`config.mk`:
```
export PLATFORM = sky130hd
export DESIGN_NAME = latency_countdown_request_queue_unit
export DESIGN_NICKNAME = d
export VERILOG_FILES = /design/src/rtl/lcrq_pkg.sv /design/src/rtl/lcrq_cell.sv /design/src/rtl/latency_countdown_request_queue_unit.sv
export SDC_FILE = /design/constraint.sdc
export NUM_CORES = 1
export LEC_CHECK = 0
export ABC_AREA = 0
export BUFFER_PORTS_ARGS = -buffer_cell sky130_fd_sc_hd__buf_2
export CAP_MARGIN = 10
export CORE_MARGIN = 2
export CORE_UTILIZATION = 55
export DETAILED_ROUTE_END_ITERATION = 12
export PLACE_DENSITY_LB_ADDON = 0.05
export SYNTH_ARGS = -nofsm -noshare
export SYNTH_HDL_FRONTEND = slang
export SYNTH_SLANG_ARGS = --single-unit
```
`constraint.sdc`:
```
create_clock -name aclk -period 9.56 [get_ports aclk]
set_input_delay 0.956 -clock aclk [delete_from_list [all_inputs] [get_ports aclk]]
set_output_delay 0.956 -clock aclk [all_outputs]
set_load 0.02 [all_outputs]
```
`src/rtl/lcrq_pkg.sv`:
```
// lcrq_pkg: shared types and constants for the latency countdown request queue
// used by lcrq_cell and latency_countdown_request_queue_unit; no dependencies
package lcrq_pkg;

    // countdown width of one queue entry
    localparam int LAT_WIDTH = 8;

    // configuration port widths
    localparam int CFG_INDEX_WIDTH = 8;
    localparam int CFG_DATA_WIDTH  = 8;

    // configuration register indexes
    localparam logic [CFG_INDEX_WIDTH-1:0] CFG_NORMAL_LATENCY = 8'd0;
    localparam logic [CFG_INDEX_WIDTH-1:0] CFG_FILL_LATENCY   = 8'd1;

    // request mode codes
    localparam logic MODE_TICK   = 1'b0;
    localparam logic MODE_INSERT = 1'b1;

    // result kind codes
    localparam logic KIND_RELEASE = 1'b0;
    localparam logic KIND_DROP    = 1'b1;

    // latency value that expires on the next tick
    localparam logic [LAT_WIDTH-1:0] LAT_DUE = 8'd1;

    typedef enum logic [1:0] {
        ST_IDLE,
        ST_TICK,
        ST_FLUSH
    } state_t;

    // per-cell control from the sequencer
    typedef struct packed {
        logic shift;
        logic load;
    } cell_ctl_t;

endpackage

```
`src/rtl/lcrq_cell.sv`:
```
// lcrq_cell: one queue slot holding valid, countdown and tag
// takes its neighbor's contents on shift or the broadcast entry on load; uses lcrq_pkg
module lcrq_cell #(
    parameter int TAG_WIDTH = 32
) (
    input  logic                           aclk,
    input  logic                           aresetn,
    input  lcrq_pkg::cell_ctl_t            ctl,
    input  logic                           nb_valid,
    input  logic [lcrq_pkg::LAT_WIDTH-1:0] nb_rem,
    input  logic [TAG_WIDTH-1:0]           nb_tag,
    input  logic [lcrq_pkg::LAT_WIDTH-1:0] ld_rem,
    input  logic [TAG_WIDTH-1:0]           ld_tag,
    output logic                           valid,
    output logic [lcrq_pkg::LAT_WIDTH-1:0] rem,
    output logic [TAG_WIDTH-1:0]           tag
);

    logic                           valid_reg;
    logic [lcrq_pkg::LAT_WIDTH-1:0] rem_reg;
    logic [TAG_WIDTH-1:0]           tag_reg;

    always_ff @(posedge aclk) begin
        if (!aresetn) begin
            valid_reg <= 1'b0;
        end else if (ctl.load) begin
            valid_reg <= 1'b1;
        end else if (ctl.shift) begin
            valid_reg <= nb_valid;
        end
    end

    // payload has no reset
    always_ff @(posedge aclk) begin
        if (ctl.load) begin
            rem_reg <= ld_rem;
            tag_reg <= ld_tag;
        end else if (ctl.shift) begin
            rem_reg <= nb_rem;
            tag_reg <= nb_tag;
        end
    end

    assign valid = valid_reg;
    assign rem   = rem_reg;
    assign tag   = tag_reg;

endmodule

```
`src/rtl/latency_countdown_request_queue_unit.sv`:
```
// latency_countdown_request_queue_unit: top level of the countdown request queue
// a row of lcrq_cell slots shifting toward the head, plus sequencer; uses lcrq_pkg
//
//   channel | dir | handshake          | payload
//   --------+-----+--------------------+----------------------------------------
//   s_      | in  | s_tvalid/s_tready  | tuser: mode, is_fill; tdata: request_tag
//   m_      | out | m_tvalid/m_tready  | tuser: kind; tdata: released_tag; tlast
//   cfg_    | in  | cfg_valid/cfg_ready| cfg_index, cfg_data
//
// an insert request completes on acceptance, or goes on to a flush when it is dropped;
// a tick request is accepted, examines the head cell once per held entry, closes the
// pass and ends with a flush
// the head of the cell row is examined once per cycle; a release stalls while the
// output register is full and not taken while an earlier result is held
// each release waits in the one-deep hold so the last release of a tick carries tlast
// reset (aresetn low, synchronous) empties the queue, latencies return to one
module latency_countdown_request_queue_unit #(
    parameter int QUEUE_DEPTH = 16,
    parameter int TAG_WIDTH   = 32
) (
    input  logic                                 aclk,
    input  logic                                 aresetn,
    // request input
    input  logic                                 s_tvalid,
    output logic                                 s_tready,
    input  logic [((TAG_WIDTH+7)/8)*8-1:0]       s_tdata,   // [TAG_WIDTH-1:0] request_tag
    input  logic [1:0]                           s_tuser,   // [0] mode, [1] is_fill
    // result output
    output logic                                 m_tvalid,
    input  logic                                 m_tready,
    output logic [((TAG_WIDTH+7)/8)*8-1:0]       m_tdata,   // [TAG_WIDTH-1:0] released_tag
    output logic                                 m_tuser,   // [0] kind
    output logic                                 m_tlast,
    // configuration writes
    input  logic                                 cfg_valid,
    output logic                                 cfg_ready,
    input  logic [lcrq_pkg::CFG_INDEX_WIDTH-1:0] cfg_index,
    input  logic [lcrq_pkg::CFG_DATA_WIDTH-1:0]  cfg_data
);

    localparam int TDATA_W = ((TAG_WIDTH + 7) / 8) * 8;
    localparam int CNT_W   = $clog2(QUEUE_DEPTH + 1);
    localparam int IDX_W   = $clog2(QUEUE_DEPTH);
    localparam int LAT_W   = lcrq_pkg::LAT_WIDTH;

    // sequencer state
    lcrq_pkg::state_t state_reg, state_next;
    logic [CNT_W-1:0] count_reg, count_next;     // entries held
    logic [CNT_W-1:0] pass_reg, pass_next;       // entries still to examine in a tick

    // one-deep hold for the latest release or drop
    logic                 pend_valid_reg, pend_valid_next;
    logic                 pend_kind_reg, pend_kind_next;
    logic [TAG_WIDTH-1:0] pend_tag_reg, pend_tag_next;

    // output register
    logic                 m_tvalid_reg, m_tvalid_next;
    logic                 m_kind_reg, m_kind_next;
    logic [TAG_WIDTH-1:0] m_tag_reg, m_tag_next;
    logic                 m_last_reg, m_last_next;

    // latency registers
    logic [LAT_W-1:0] normal_lat_reg, normal_lat_next;
    logic [LAT_W-1:0] fill_lat_reg, fill_lat_next;

    // cell row
    logic [QUEUE_DEPTH-1:0] cell_valid;
    logic [LAT_W-1:0]       cell_rem [QUEUE_DEPTH];
    logic [TAG_WIDTH-1:0]   cell_tag [QUEUE_DEPTH];

    // broadcast load into one cell
    logic                 row_shift;
    logic                 row_load;
    logic [IDX_W-1:0]     ld_idx;
    logic [LAT_W-1:0]     ld_rem;
    logic [TAG_WIDTH-1:0] ld_tag;

    // decoded request and head status
    logic                 s_accept;
    logic                 in_insert;
    logic                 in_fill;
    logic [TAG_WIDTH-1:0] in_tag;
    logic                 full;
    logic                 out_free;
    logic                 head_due;
    logic [LAT_W-1:0]     head_rem_dec;
    logic                 step;
    logic [CNT_W-1:0]     count_dec;

    assign s_tready  = (state_reg == lcrq_pkg::ST_IDLE);
    assign s_accept  = s_tvalid && s_tready;
    assign in_insert = (s_tuser[0] == lcrq_pkg::MODE_INSERT);
    assign in_fill   = s_tuser[1];
    assign in_tag    = s_tdata[TAG_WIDTH-1:0];

    assign full         = (count_reg == CNT_W'(QUEUE_DEPTH));
    assign count_dec    = count_reg - CNT_W'(1);
    assign out_free     = !m_tvalid_reg || m_tready;
    // head expires when its countdown is one; zero wraps to 255 and counts down from there
    assign head_due     = (cell_rem[0] == lcrq_pkg::LAT_DUE);
    assign head_rem_dec = cell_rem[0] - LAT_W'(1);
    // a release must be able to push the held one out first
    assign step = (state_reg == lcrq_pkg::ST_TICK) && (pass_reg != '0)
                  && (!head_due || !pend_valid_reg || out_free);

    // cell row: each cell takes its upper neighbor on shift
    genvar gi;
    generate
        for (gi = 0; gi < QUEUE_DEPTH; gi++) begin : g_cell
            lcrq_pkg::cell_ctl_t  ctl;
            logic                 nb_valid;
            logic [LAT_W-1:0]     nb_rem;
            logic [TAG_WIDTH-1:0] nb_tag;

            assign ctl.shift = row_shift;
            assign ctl.load  = row_load && (ld_idx == IDX_W'(gi));

            if (gi < QUEUE_DEPTH - 1) begin : g_mid
                assign nb_valid = cell_valid[gi+1];
                assign nb_rem   = cell_rem[gi+1];
                assign nb_tag   = cell_tag[gi+1];
            end else begin : g_tail
                assign nb_valid = 1'b0;
                assign nb_rem   = '0;
                assign nb_tag   = '0;
            end

            lcrq_cell #(
                .TAG_WIDTH(TAG_WIDTH)
            ) u_cell (
                .aclk    (aclk),
                .aresetn (aresetn),
                .ctl     (ctl),
                .nb_valid(nb_valid),
                .nb_rem  (nb_rem),
                .nb_tag  (nb_tag),
                .ld_rem  (ld_rem),
                .ld_tag  (ld_tag),
                .valid   (cell_valid[gi]),
                .rem     (cell_rem[gi]),
                .tag     (cell_tag[gi])
            );
        end
    endgenerate

    // next state
    always_comb begin
        state_next = state_reg;
        case (state_reg)
            lcrq_pkg::ST_IDLE: begin
                if (s_accept) begin
                    if (!in_insert) begin
                        state_next = lcrq_pkg::ST_TICK;
                    end else if (full) begin
                        state_next = lcrq_pkg::ST_FLUSH;
                    end
                end
            end
            lcrq_pkg::ST_TICK: begin
                if (pass_reg == '0) begin
                    state_next = lcrq_pkg::ST_FLUSH;
                end
            end
            lcrq_pkg::ST_FLUSH: begin
                if (!pend_valid_reg || out_free) begin
                    state_next = lcrq_pkg::ST_IDLE;
                end
            end
            default: begin
                state_next = lcrq_pkg::ST_IDLE;
            end
        endcase
    end

    // datapath controls and register next values
    always_comb begin
        count_next      = count_reg;
        pass_next       = pass_reg;
        pend_valid_next = pend_valid_reg;
        pend_kind_next  = pend_kind_reg;
        pend_tag_next   = pend_tag_reg;
        m_tvalid_next   = m_tvalid_reg && !m_tready;
        m_kind_next     = m_kind_reg;
        m_tag_next      = m_tag_reg;
        m_last_next     = m_last_reg;
        row_shift       = 1'b0;
        row_load        = 1'b0;
        ld_idx          = count_reg[IDX_W-1:0];
        ld_rem          = in_fill ? fill_lat_reg : normal_lat_reg;
        ld_tag          = in_tag;

        case (state_reg)
            lcrq_pkg::ST_IDLE: begin
                if (s_accept) begin
                    if (!in_insert) begin
                        pass_next = count_reg;
                    end else if (full) begin
                        // dropped insert goes out alone, marked last
                        pend_valid_next = 1'b1;
                        pend_kind_next  = lcrq_pkg::KIND_DROP;
                        pend_tag_next   = in_tag;
                    end else begin
                        row_load   = 1'b1;
                        count_next = count_reg + CNT_W'(1);
                    end
                end
            end
            lcrq_pkg::ST_TICK: begin
                if (step) begin
                    row_shift = 1'b1;
                    pass_next = pass_reg - CNT_W'(1);
                    if (head_due) begin
                        if (pend_valid_reg) begin
                            m_tvalid_next = 1'b1;
                            m_kind_next   = pend_kind_reg;
                            m_tag_next    = pend_tag_reg;
                            m_last_next   = 1'b0;
                        end
                        pend_valid_next = 1'b1;
                        pend_kind_next  = lcrq_pkg::KIND_RELEASE;
                        pend_tag_next   = cell_tag[0];
                        count_next      = count_dec;
                    end else begin
                        // kept entry rejoins at the tail, order preserved
                        row_load = 1'b1;
                        ld_idx   = count_dec[IDX_W-1:0];
                        ld_rem   = head_rem_dec;
                        ld_tag   = cell_tag[0];
                    end
                end
            end
            lcrq_pkg::ST_FLUSH: begin
                if (pend_valid_reg && out_free) begin
                    m_tvalid_next   = 1'b1;
                    m_kind_next     = pend_kind_reg;
                    m_tag_next      = pend_tag_reg;
                    m_last_next     = 1'b1;
                    pend_valid_next = 1'b0;
                end
            end
            default: begin
            end
        endcase
    end

    // configuration writes, always ready
    assign cfg_ready = 1'b1;

    always_comb begin
        normal_lat_next = normal_lat_reg;
        fill_lat_next   = fill_lat_reg;
        if (cfg_valid && cfg_ready) begin
            case (cfg_index)
                lcrq_pkg::CFG_NORMAL_LATENCY: normal_lat_next = cfg_data[LAT_W-1:0];
                lcrq_pkg::CFG_FILL_LATENCY:   fill_lat_next   = cfg_data[LAT_W-1:0];
                default: begin
                end
            endcase
        end
    end

    always_ff @(posedge aclk) begin
        if (!aresetn) begin
            state_reg      <= lcrq_pkg::ST_IDLE;
            count_reg      <= '0;
            pass_reg       <= '0;
            pend_valid_reg <= 1'b0;
            m_tvalid_reg   <= 1'b0;
            normal_lat_reg <= LAT_W'(1);
            fill_lat_reg   <= LAT_W'(1);
        end else begin
            state_reg      <= state_next;
            count_reg      <= count_next;
            pass_reg       <= pass_next;
            pend_valid_reg <= pend_valid_next;
            m_tvalid_reg   <= m_tvalid_next;
            normal_lat_reg <= normal_lat_next;
            fill_lat_reg   <= fill_lat_next;
        end
    end

    // payload registers, no reset
    always_ff @(posedge aclk) begin
        pend_kind_reg <= pend_kind_next;
        pend_tag_reg  <= pend_tag_next;
        m_kind_reg    <= m_kind_next;
        m_tag_reg     <= m_tag_next;
        m_last_reg    <= m_last_next;
    end

    assign m_tvalid = m_tvalid_reg;
    assign m_tdata  = TDATA_W'(m_tag_reg);
    assign m_tuser  = m_kind_reg;
    assign m_tlast  = m_last_reg;

    // occupied cells always match the fill count
    a_valid_count: assert property (@(posedge aclk) disable iff (!aresetn)
        $countones(cell_valid) == count_reg)
        else $error("cell valid bits disagree with fill count");

    // nothing may be held back while idle
    a_idle_no_pend: assert property (@(posedge aclk) disable iff (!aresetn)
        state_reg == lcrq_pkg::ST_IDLE |-> !pend_valid_reg)
        else $error("held result left behind in idle");

    // a tick pass never examines more entries than are held
    a_pass_bound: assert property (@(posedge aclk) disable iff (!aresetn)
        state_reg == lcrq_pkg::ST_TICK |-> pass_reg <= count_reg)
        else $error("tick pass exceeds fill count");

    // a dropped insert is always the only and last result of its request
    a_drop_last: assert property (@(posedge aclk) disable iff (!aresetn)
        m_tvalid_reg && m_kind_reg == lcrq_pkg::KIND_DROP |-> m_last_reg)
        else $error("drop result without last");

endmodule
```
# Word level (Yosys, flattened, before mapping)
# Index checks and enable logic that the tools add are counted.
# word_totals
regBits,737
in_bits,55
output_inout_bits,37
elab_cells,275
# classes
addsub,4
eq_ne,32
muxes,134
reduce_logical,61
# ops
cell,n
$mux W32,44
$mux W8,36
$pmux W32 S2,2
$mux W5,8
$reduce_bool A2 Y1,18
$eq A4 B4 Y1 const B,8
$mux W1,27
$logic_and A1 B1 Y1,21
$pmux W5 S2,2
$eq A4 B3 Y1 const B,4
$eq A8 B1 Y1 const B,2
$ne A2 B2 Y1 const B,7
$mux W4,3
$reduce_and A6 Y1,2
$mux W2,5
$pmux W1 S2,5
$sub A5 B1 Y5 const B,2
$eq A4 B2 Y1 const B,2
$logic_not A8 Y1,1
$ne A2 B1 Y1 const B,4
$reduce_and A4 Y1,2
$sub A8 B1 Y8 const B,1
$reduce_and A7 Y1,1
$pmux W2 S3,1
other kinds (16),23

# Depth between registers and ports, before layout
# Gate-level depths: netlist of run 1.
# logic_depth
depth_word,10
ltp_mapped,10
depth_no_buf,7

# Modules after synthesis
# Synthesis of run 1 repeated with hierarchy kept, for this count alone.
# hier_totals
cells_unflattened,1839
hier_area_um2,35823.1
# modules_own_cells
module,instances,cells_each,area_each_um2
lcrq_cell,16,89,1930.6
latency_countdown_request_queue_unit,1,415,4933.5

# Least setup slack after synthesis of run 1
# No wires, ideal clock.
# synth_path
kind,in2reg
from,in m_tready
to,reg m_tag_reg[0] (netlist: m_tdata[0]) (enable)
t_arrival_ns,4.285
slack_ns,4.798
path_stages,5
cell_sequence,and3b_1 -> clkbuf_1 -> o31a_1 -> clkbuf_1 -> a211oi_1
# synth_between
elab_chain_len,5
# synth_lines
element,line,text
start: declaration,latency_countdown_request_queue_unit.sv:30,"input logic m_tready,"
$logic_or A1 B1 Y1 (*),latency_countdown_request_queue_unit.sv:98,assign out_free = !m_tvalid_reg || m_tready;
$logic_or A1 B1 Y1,latency_countdown_request_queue_unit.sv:104,&& (!head_due || !pend_valid_reg || out_free);
$logic_and A1 B1 Y1,latency_countdown_request_queue_unit.sv:104,
$ne A2 B2 Y1 (no source line),n/a,
$reduce_and A5 Y1 (no source line) (*),n/a,
end signal: assignment,latency_countdown_request_queue_unit.sv:287,m_tag_reg <= m_tag_next;
end: declaration,latency_countdown_request_queue_unit.sv:59,"logic [TAG_WIDTH-1:0] m_tag_reg, m_tag_next;"
# Every way passes the cells marked *; elsewhere a longest branch is shown, timed or not.
# A chain may end at the register's enable or synchronous reset.

# Worst setup path after layout of run 1
# layout_path
from,"reg g_cell[0].u_cell.rem_reg, in the netlist g_cell[0].u_cell.rem[1]"
to,reg g_cell[14].u_cell.tag_reg[9] (enable)
# layout_between
elab_chain_len,10
# layout_lines
element,line,text
start: declaration,lcrq_cell.sv:20,logic [lcrq_pkg::LAT_WIDTH-1:0] rem_reg;
start signal: assignment,lcrq_cell.sv:36,rem_reg <= ld_rem;
start signal: assignment,lcrq_cell.sv:39,rem_reg <= nb_rem;
$eq A8 B1 Y1 (*),latency_countdown_request_queue_unit.sv:100,assign head_due = (cell_rem[0] == lcrq_pkg::LAT_DUE);
$logic_not A1 Y1,latency_countdown_request_queue_unit.sv:104,
$logic_or A1 B1 Y1 (2 in series),latency_countdown_request_queue_unit.sv:104,
$logic_and A1 B1 Y1,latency_countdown_request_queue_unit.sv:104,
$mux W4,latency_countdown_request_queue_unit.sv:209,if (step) begin
$mux W4,latency_countdown_request_queue_unit.sv:192,case (state_reg)
$eq A4 B4 Y1,latency_countdown_request_queue_unit.sv:116,assign ctl.load = row_load && (ld_idx == IDX_W'(gi));
$logic_and A1 B1 Y1,latency_countdown_request_queue_unit.sv:116,
$reduce_bool A2 Y1 (no source line) (*),n/a,
end signal: assignment,lcrq_cell.sv:37,tag_reg <= ld_tag;
end signal: assignment,lcrq_cell.sv:40,tag_reg <= nb_tag;
end: declaration,lcrq_cell.sv:21,logic [TAG_WIDTH-1:0] tag_reg;
# Marked as above.

==> flow_metrics.py, run 1 <==
metrics = {
    "run_status": {
        "outcome": "finished, final reports clean",
    },
    "sta": {
        "hold_viol_final": 0,
        "fin_crit_sh": 0.5143,
        "slew-limit-headroom": 0.2740,
        "setup_violations": 0,
        "fmaxAchievable_mhz": 203.4,
        "postLayoutSetupSlackWorst_ps": 4643,
        "setup_tns_ps": 0,
        "rsz0062_at_grt": "no",
        "worst_pin_slew_ps": 1086,
        "clock_skew_ps": 22.27,
        "period_minus_slack_ps": 4917,
        "slew_violations": 0,
    },
    "die": {
        "fp.dieH_um": 245.9,
        "die_x_um": 245.9,
        "core_region_area_um2": 57810,
        "rows": 88,
        "fp.dieArea_um2": 60460,
        "pin_count": 92,
        "initial_utilization": 0.5567,
    },
    "final_layout": {
        "layout_common_cells": "edfxtp_1, mux2_2, nand2_1",
        "drive_above_1_share": 0.3877,
        "largest_reg_flops": 512,
        "diodes": 0,
        "register_area_um2": 21830,
        "fillerInstances": 4228,
        "final_util": 0.6183,
        "multi_input_area_um2": 9699,
        "area_growth_pct": 11.06,
        "final_common_cell": "edfxtp_1",
        "nets": 2054,
    },
    "synthesis": {
        "ys_async_sr_fraction": 0,
        "synth-simple-area-share": 0.03880,
        "ys_ff_latch": 737,
        "synth_nets": 1991,
        "synth_edf_count": 707,
        "synthXorXnorAreaFrac": 0.003344,
        "synth_seq_area_share": 0.6784,
        "syn-cell-area_um2": 32180,
        "yosysWarnings": 0,
        "synth_compound_area_frac": 0.02197,
        "synthMuxAreaShare": 0.2279,
        "synth_top_family_by_area": "multiplexers",
        "syn_avg_cell_area_um2": 16.72,
        "synthAdderAreaFrac": 0.004277,
        "syn-instance-count": 1925,
        "yosysUniqueCellTypes": 64,
        "synth_flop_cell": "edfxtp_1",
    },
    "clocking": {
        "ctsResizeCount": 0,
        "clkLatencyLatePin_ps": 610,
        "cts_root_buf": "clkbuf_16",
        "htree_levels": 3,
        "clk_pin_slew_ps": 60,
        "cts.hold.buffers_added": 0,
        "cts_tree": "done",
        "cts_sinks": 737,
        "clk_path_buf_depth": 3,
        "post_cts_buffers": 0,
        "cts_made_buffers": 79,
    },
    "setup_path": {
        "critPathKind": "reg -> reg",
        "critPathLaunchType": "flop",
        "arrival_ps": 5150,
        "critPathRequiredTime_ps": 9790,
        "cp-end-kind": "flop",
        "critPathMaxFanout": 42,
    },
    "routing": {
        "drtIter0Drc": 955,
        "drc": 0,
        "post_drt_via_cell_ratio": 5.547,
        "postRouteWirelength_mm": 52.96,
        "routed-via-count": 15603,
        "avgRoutedWirePerCell_um": 18.83,
        "antenna_left": 0,
        "drtPass1Iterations": 5,
    },
    "global_route": {
        "grt-ovfl-total": 0,
        "grtUsageTotal": 0.1814,
        "grt_pass1_wl_mm": 87.74,
        "antenna_found_initial": 0,
        "grt_pass1_vias": 16120,
        "grt_max_degree": 51,
    },
    "worst_hold_path": {
        "hold_path_class": "reg -> reg",
    },
    "pwr": {
        "ir_worst_vdd_mv": 0.1666,
        "leakage_nw": 11.61,
        "power.density_nw_per_um2": 213.2,
    },
    "placement": {
        "portBuffers": 90,
        "dpl_worst_slack_ps": 4597,
        "dp_hpwl_mm": 34.98,
        "place_congestion": 0.8116,
    },
    "job": {
        "maxCapViolCount": 0,
    },
}
==> per-stage QoR <==
stage / total power [W] / cell area (µm²) / cells / hold WS, ps
after global routing: 0.007917 / 35740 / 2813 / 423.1
after CTS: 0.007698 / 35740 / 2813 / 418.8
final: 0.007621 / 35740 / 2813 / 418.2
after detailed placement: 0.004800 / 33280 / 2672 / 404.5
after floorplan: 0.004575 / 32180 / 1925 / 400.3
after global placement: 0.004780 / 33280 / 2672 / 401.5
==> synthesized netlist by cell type (3+ instances only) <==
master	count	area (µm²)
nor2_1	26	97.59
mux2i_1	52	520.5
or4_1	3	22.52
a211oi_1	6	45.04
ha_1	11	137.6
a211oi_2	12	150.1
o21ai_0	19	95.09
nand2_1	120	450.4
mux2_2	523	5889
a211oi_4	5	100.1
or3_1	3	18.77
o31ai_1	5	37.54
nand3_1	10	50.05
buf_2	35	175.2
a31oi_1	4	25.02
inv_1	40	150.1
clkbuf_1	61	229.0
dfxtp_1	30	600.6
buf_1	6	22.52
edfxtp_1	707	21230
buf_4	30	225.2
xor2_1	4	35.03
a21oi_1	14	70.07
nor3_1	7	35.03
nor2b_1	44	275.3
nand2b_1	20	125.1
mux2_1	80	900.9
==> routing by layer <==
layer	wire, µm	GRT usage
met5	0	0
met3	2584	0.03503
met4	1148	0.05205
met2	23980	0.2818
met1	25250	0.2619
==> cell families (layout without fill, tap and decap cells) <==
kind of cell | count (synthesis) | count (layout)
flops | 737 | 737
mux | 656 | 656
simple gates | 250 | 250
other cells | 1 | 1
buf+inv | 175 | 298
fa+ha+maj | 11 | 11
compound gates | 87 | 87
xor+xnor | 8 | 8
==> critical path, stage by stage (launching register included) <==
cell	delay (ps)
edfxtp_1	430
inv_1	110
ha_1	180
nor3b_2	540
a211o_2	810
nand3_1	520
a211oi_4	440
buf_4	520
nand2b_2	930
==> final cells by class <==
class | count | area share
tap | 765 | 0.02678
clock buffer | 110 | 0.06308
sequential | 737 | 0.6108
inverter | 43 | 0.004516
clock inverter | 31 | 0.005811
timing repair buffer | 114 | 0.01764
multi-input combinational | 1013 | 0.2714
==> report_power, final <==
| group | internal, W | total (W) | leakage (nW) | switching (W) |
|---|---|---|---|---|
| logic | 0.000282 | 0.000795 | 3.81 | 0.000513 |
| registers | 0.00386 | 0.00394 | 6.59 | 0.0000737 |
| clock network | 0.00170 | 0.00289 | 1.21 | 0.00119 |
==> worst paths after layout <==
path / startpoint / endpoint / slack (ps) / depth (start not counted)
worst max-delay path: g_cell[0].u_cell.rem[1] / g_cell[14].u_cell.tag[9] / 4640 / 8
worst min-delay path: pend_tag_reg[1] / m_tdata[1] / 420 / 0
worst max register to register: g_cell[0].u_cell.rem[1] / g_cell[14].u_cell.tag[9] / 4640 / 8
worst min register to register: pend_tag_reg[1] / m_tdata[1] / 420 / 0
(Power assumes the default switching activity.)
==> run 2, diff against run 1 <==
==> constraint.sdc (replaced) <==
create_clock -name aclk -period 4.2 [get_ports aclk]
set_input_delay 0.42 -clock aclk [delete_from_list [all_inputs] [get_ports aclk]]
set_output_delay 0.42 -clock aclk [all_outputs]
set_load 0.02 [all_outputs]
==> flow_metrics.py, run 2 (same netlist as run 1, synthesis figures left out) <==
metrics = {
    "run_status": {
        "outcome": "finished, final reports clean",
    },
    "clocking": {
        "cts.hold.buffers_added": 0,
        "cts_sinks": 737,
        "ctsResizeCount": 0,
        "clkLatencyLatePin_ps": 610,
        "cts_tree": "done",
        "cts_root_buf": "clkbuf_16",
        "cts_made_buffers": 78,
        "htree_levels": 3,
        "clk_path_buf_depth": 3,
        "clk_pin_slew_ps": 60,
        "post_cts_buffers": 0,
    },
    "sta": {
        "hold_viol_final": 0,
        "rsz0062_at_grt": "no",
        "setup_violations": 0,
        "slew-limit-headroom": 0.4865,
        "fin_crit_sh": 0.9284,
        "fmaxAchievable_mhz": 256.5,
        "period_minus_slack_ps": 3899,
        "worst_pin_slew_ps": 768.2,
        "clock_skew_ps": 24.10,
        "slew_violations": 0,
        "setup_tns_ps": 0,
        "hold_slack_ps": 69.70,
    },
    "routing": {
        "post_drt_via_cell_ratio": 5.469,
        "routed-via-count": 15581,
        "avgRoutedWirePerCell_um": 17.78,
        "drtPass1Iterations": 5,
        "postRouteWirelength_mm": 50.66,
        "wl_met1_mm": 24.03,
        "drtIter0Drc": 988,
        "drc": 0,
        "dr_wl_met2_mm": 23.27,
        "wl_met3_mm": 2.343,
        "top_layer": "met4",
        "antenna_left": 0,
    },
    "global_route": {
        "antenna_found_initial": 0,
        "grtUsageTotal": 0.1724,
        "grt-ovfl-total": 0,
        "grt_max_degree": 49,
        "grt_pass1_vias": 15968,
        "grt_pass1_wl_mm": 84.46,
    },
    "setup_path": {
        "critPathMaxFanout": 11,
        "critPathRequiredTime_ps": 4540,
        "arrival_ps": 4240,
        "critPathKind": "reg -> reg",
        "critPathLaunchType": "flop",
        "cp-end-kind": "flop",
    },
    "pwr": {
        "leakage_nw": 11.92,
        "p_clk_frac": 0.392,
        "power.density_nw_per_um2": 487.9,
        "p_seq_frac": 0.502,
        "switchingPower_w": 0.004076,
        "p_int_w": 0.01371,
        "combinationalPowerShare": 0.106,
        "ir_worst_vdd_mv": 0.3354,
        "swShare": 0.2291,
    },
    "final_layout": {
        "fillerInstances": 4089,
        "largest_reg_flops": 512,
        "final_common_cell": "edfxtp_1",
        "nets": 2088,
        "drive_above_1_share": 0.3992,
        "layout_common_cells": "edfxtp_1, mux2_2, nand2_1",
        "diodes": 0,
        "area_growth_pct": 13.31,
    },
    "worst_hold_path": {
        "hold_path_class": "in -> reg",
    },
    "die": {
        "rows": 88,
        "die_x_um": 245.9,
        "fp.dieArea_um2": 60460,
        "pin_count": 92,
        "fp.dieH_um": 245.9,
        "core_region_area_um2": 57810,
        "initial_utilization": 0.5567,
    },
    "placement": {
        "portBuffers": 90,
        "dp_hpwl_mm": 33.82,
        "place_congestion": 0.7866,
    },
    "job": {
        "maxCapViolCount": 0,
    },
}
[run 2: cell count changes in the layout (fill, tap and decap cells not counted), sizes merged]
cell      change
buf          +35
clkbuf       -14
bufinv        +9
clkinvlp      +3
clkinv        +2
inv           +1
[run 2: power groups by stage]
stage                     registers (W)  clock network [W]  logic (W)
after floorplan                 0.00909                  0    0.00133
after global placement          0.00907                  0    0.00183
after detailed placement        0.00909                  0    0.00189
after CTS                       0.00894            0.00717    0.00190
after global routing            0.00898            0.00746    0.00207
final                           0.00893            0.00697    0.00189
[run 2: layout make-up]
class / instances / area (µm²) / share of cell area
Timing Repair Buffer: 149 / 1206 / 0.03308
Clock buffer: 96 / 2087 / 0.05723
Sequential cell: 737 / 21830 / 0.5987
Clock inverter: 46 / 528.0 / 0.01448
Tap cell: 765 / 957.2 / 0.02625
Inverter: 43 / 161.4 / 0.004426
Multi-Input combinational cell: 1013 / 9694 / 0.2659
[run 2: worst max-delay path, cell delays in order (launching register included)]
cell	delay, ps
dfxtp_1	540
clkinv_1	380
ha_1	330
nor4bb_1	190
nor4b_1	620
mux2i_4	370
a211oi_4	570
buf_4	290
mux2_2	350
[run 2: final timing paths]
check	endpoint	cells after the start	slack, ps	startpoint
worst min-delay path	fill_lat_reg[0]	3	70	cfg_data[0]
worst max register to register	g_cell[4].u_cell.rem[4]	8	300	count_reg[0]
worst min register to register	m_tdata[2]	0	420	pend_tag_reg[2]
worst max-delay path	g_cell[4].u_cell.rem[4]	8	300	count_reg[0]
[run 2: per-layer routing]
metal,global-route usage,up-vias
met5,0,-
met4,0.05811,0
met3,0.03089,78
met2,0.2713,307
met1,0.2437,7709
li1,-,7487
[run 2: stage by stage]
stage / setup slack, ps / cell area (µm²) / power [W] / util / instances
after floorplan: 185.9 / 32190 / 0.01041 / - / 1925
after global placement: 518.2 / 33850 / 0.01089 / 0.5856 / 2707
after detailed placement: 358.4 / 33850 / 0.01097 / 0.5856 / 2707
after CTS: 278.6 / 36470 / 0.01801 / 0.6308 / 2849
after global routing: 27.57 / 36470 / 0.01851 / 0.6308 / 2849
final: 300.9 / 36470 / 0.01779 / 0.6308 / 2849
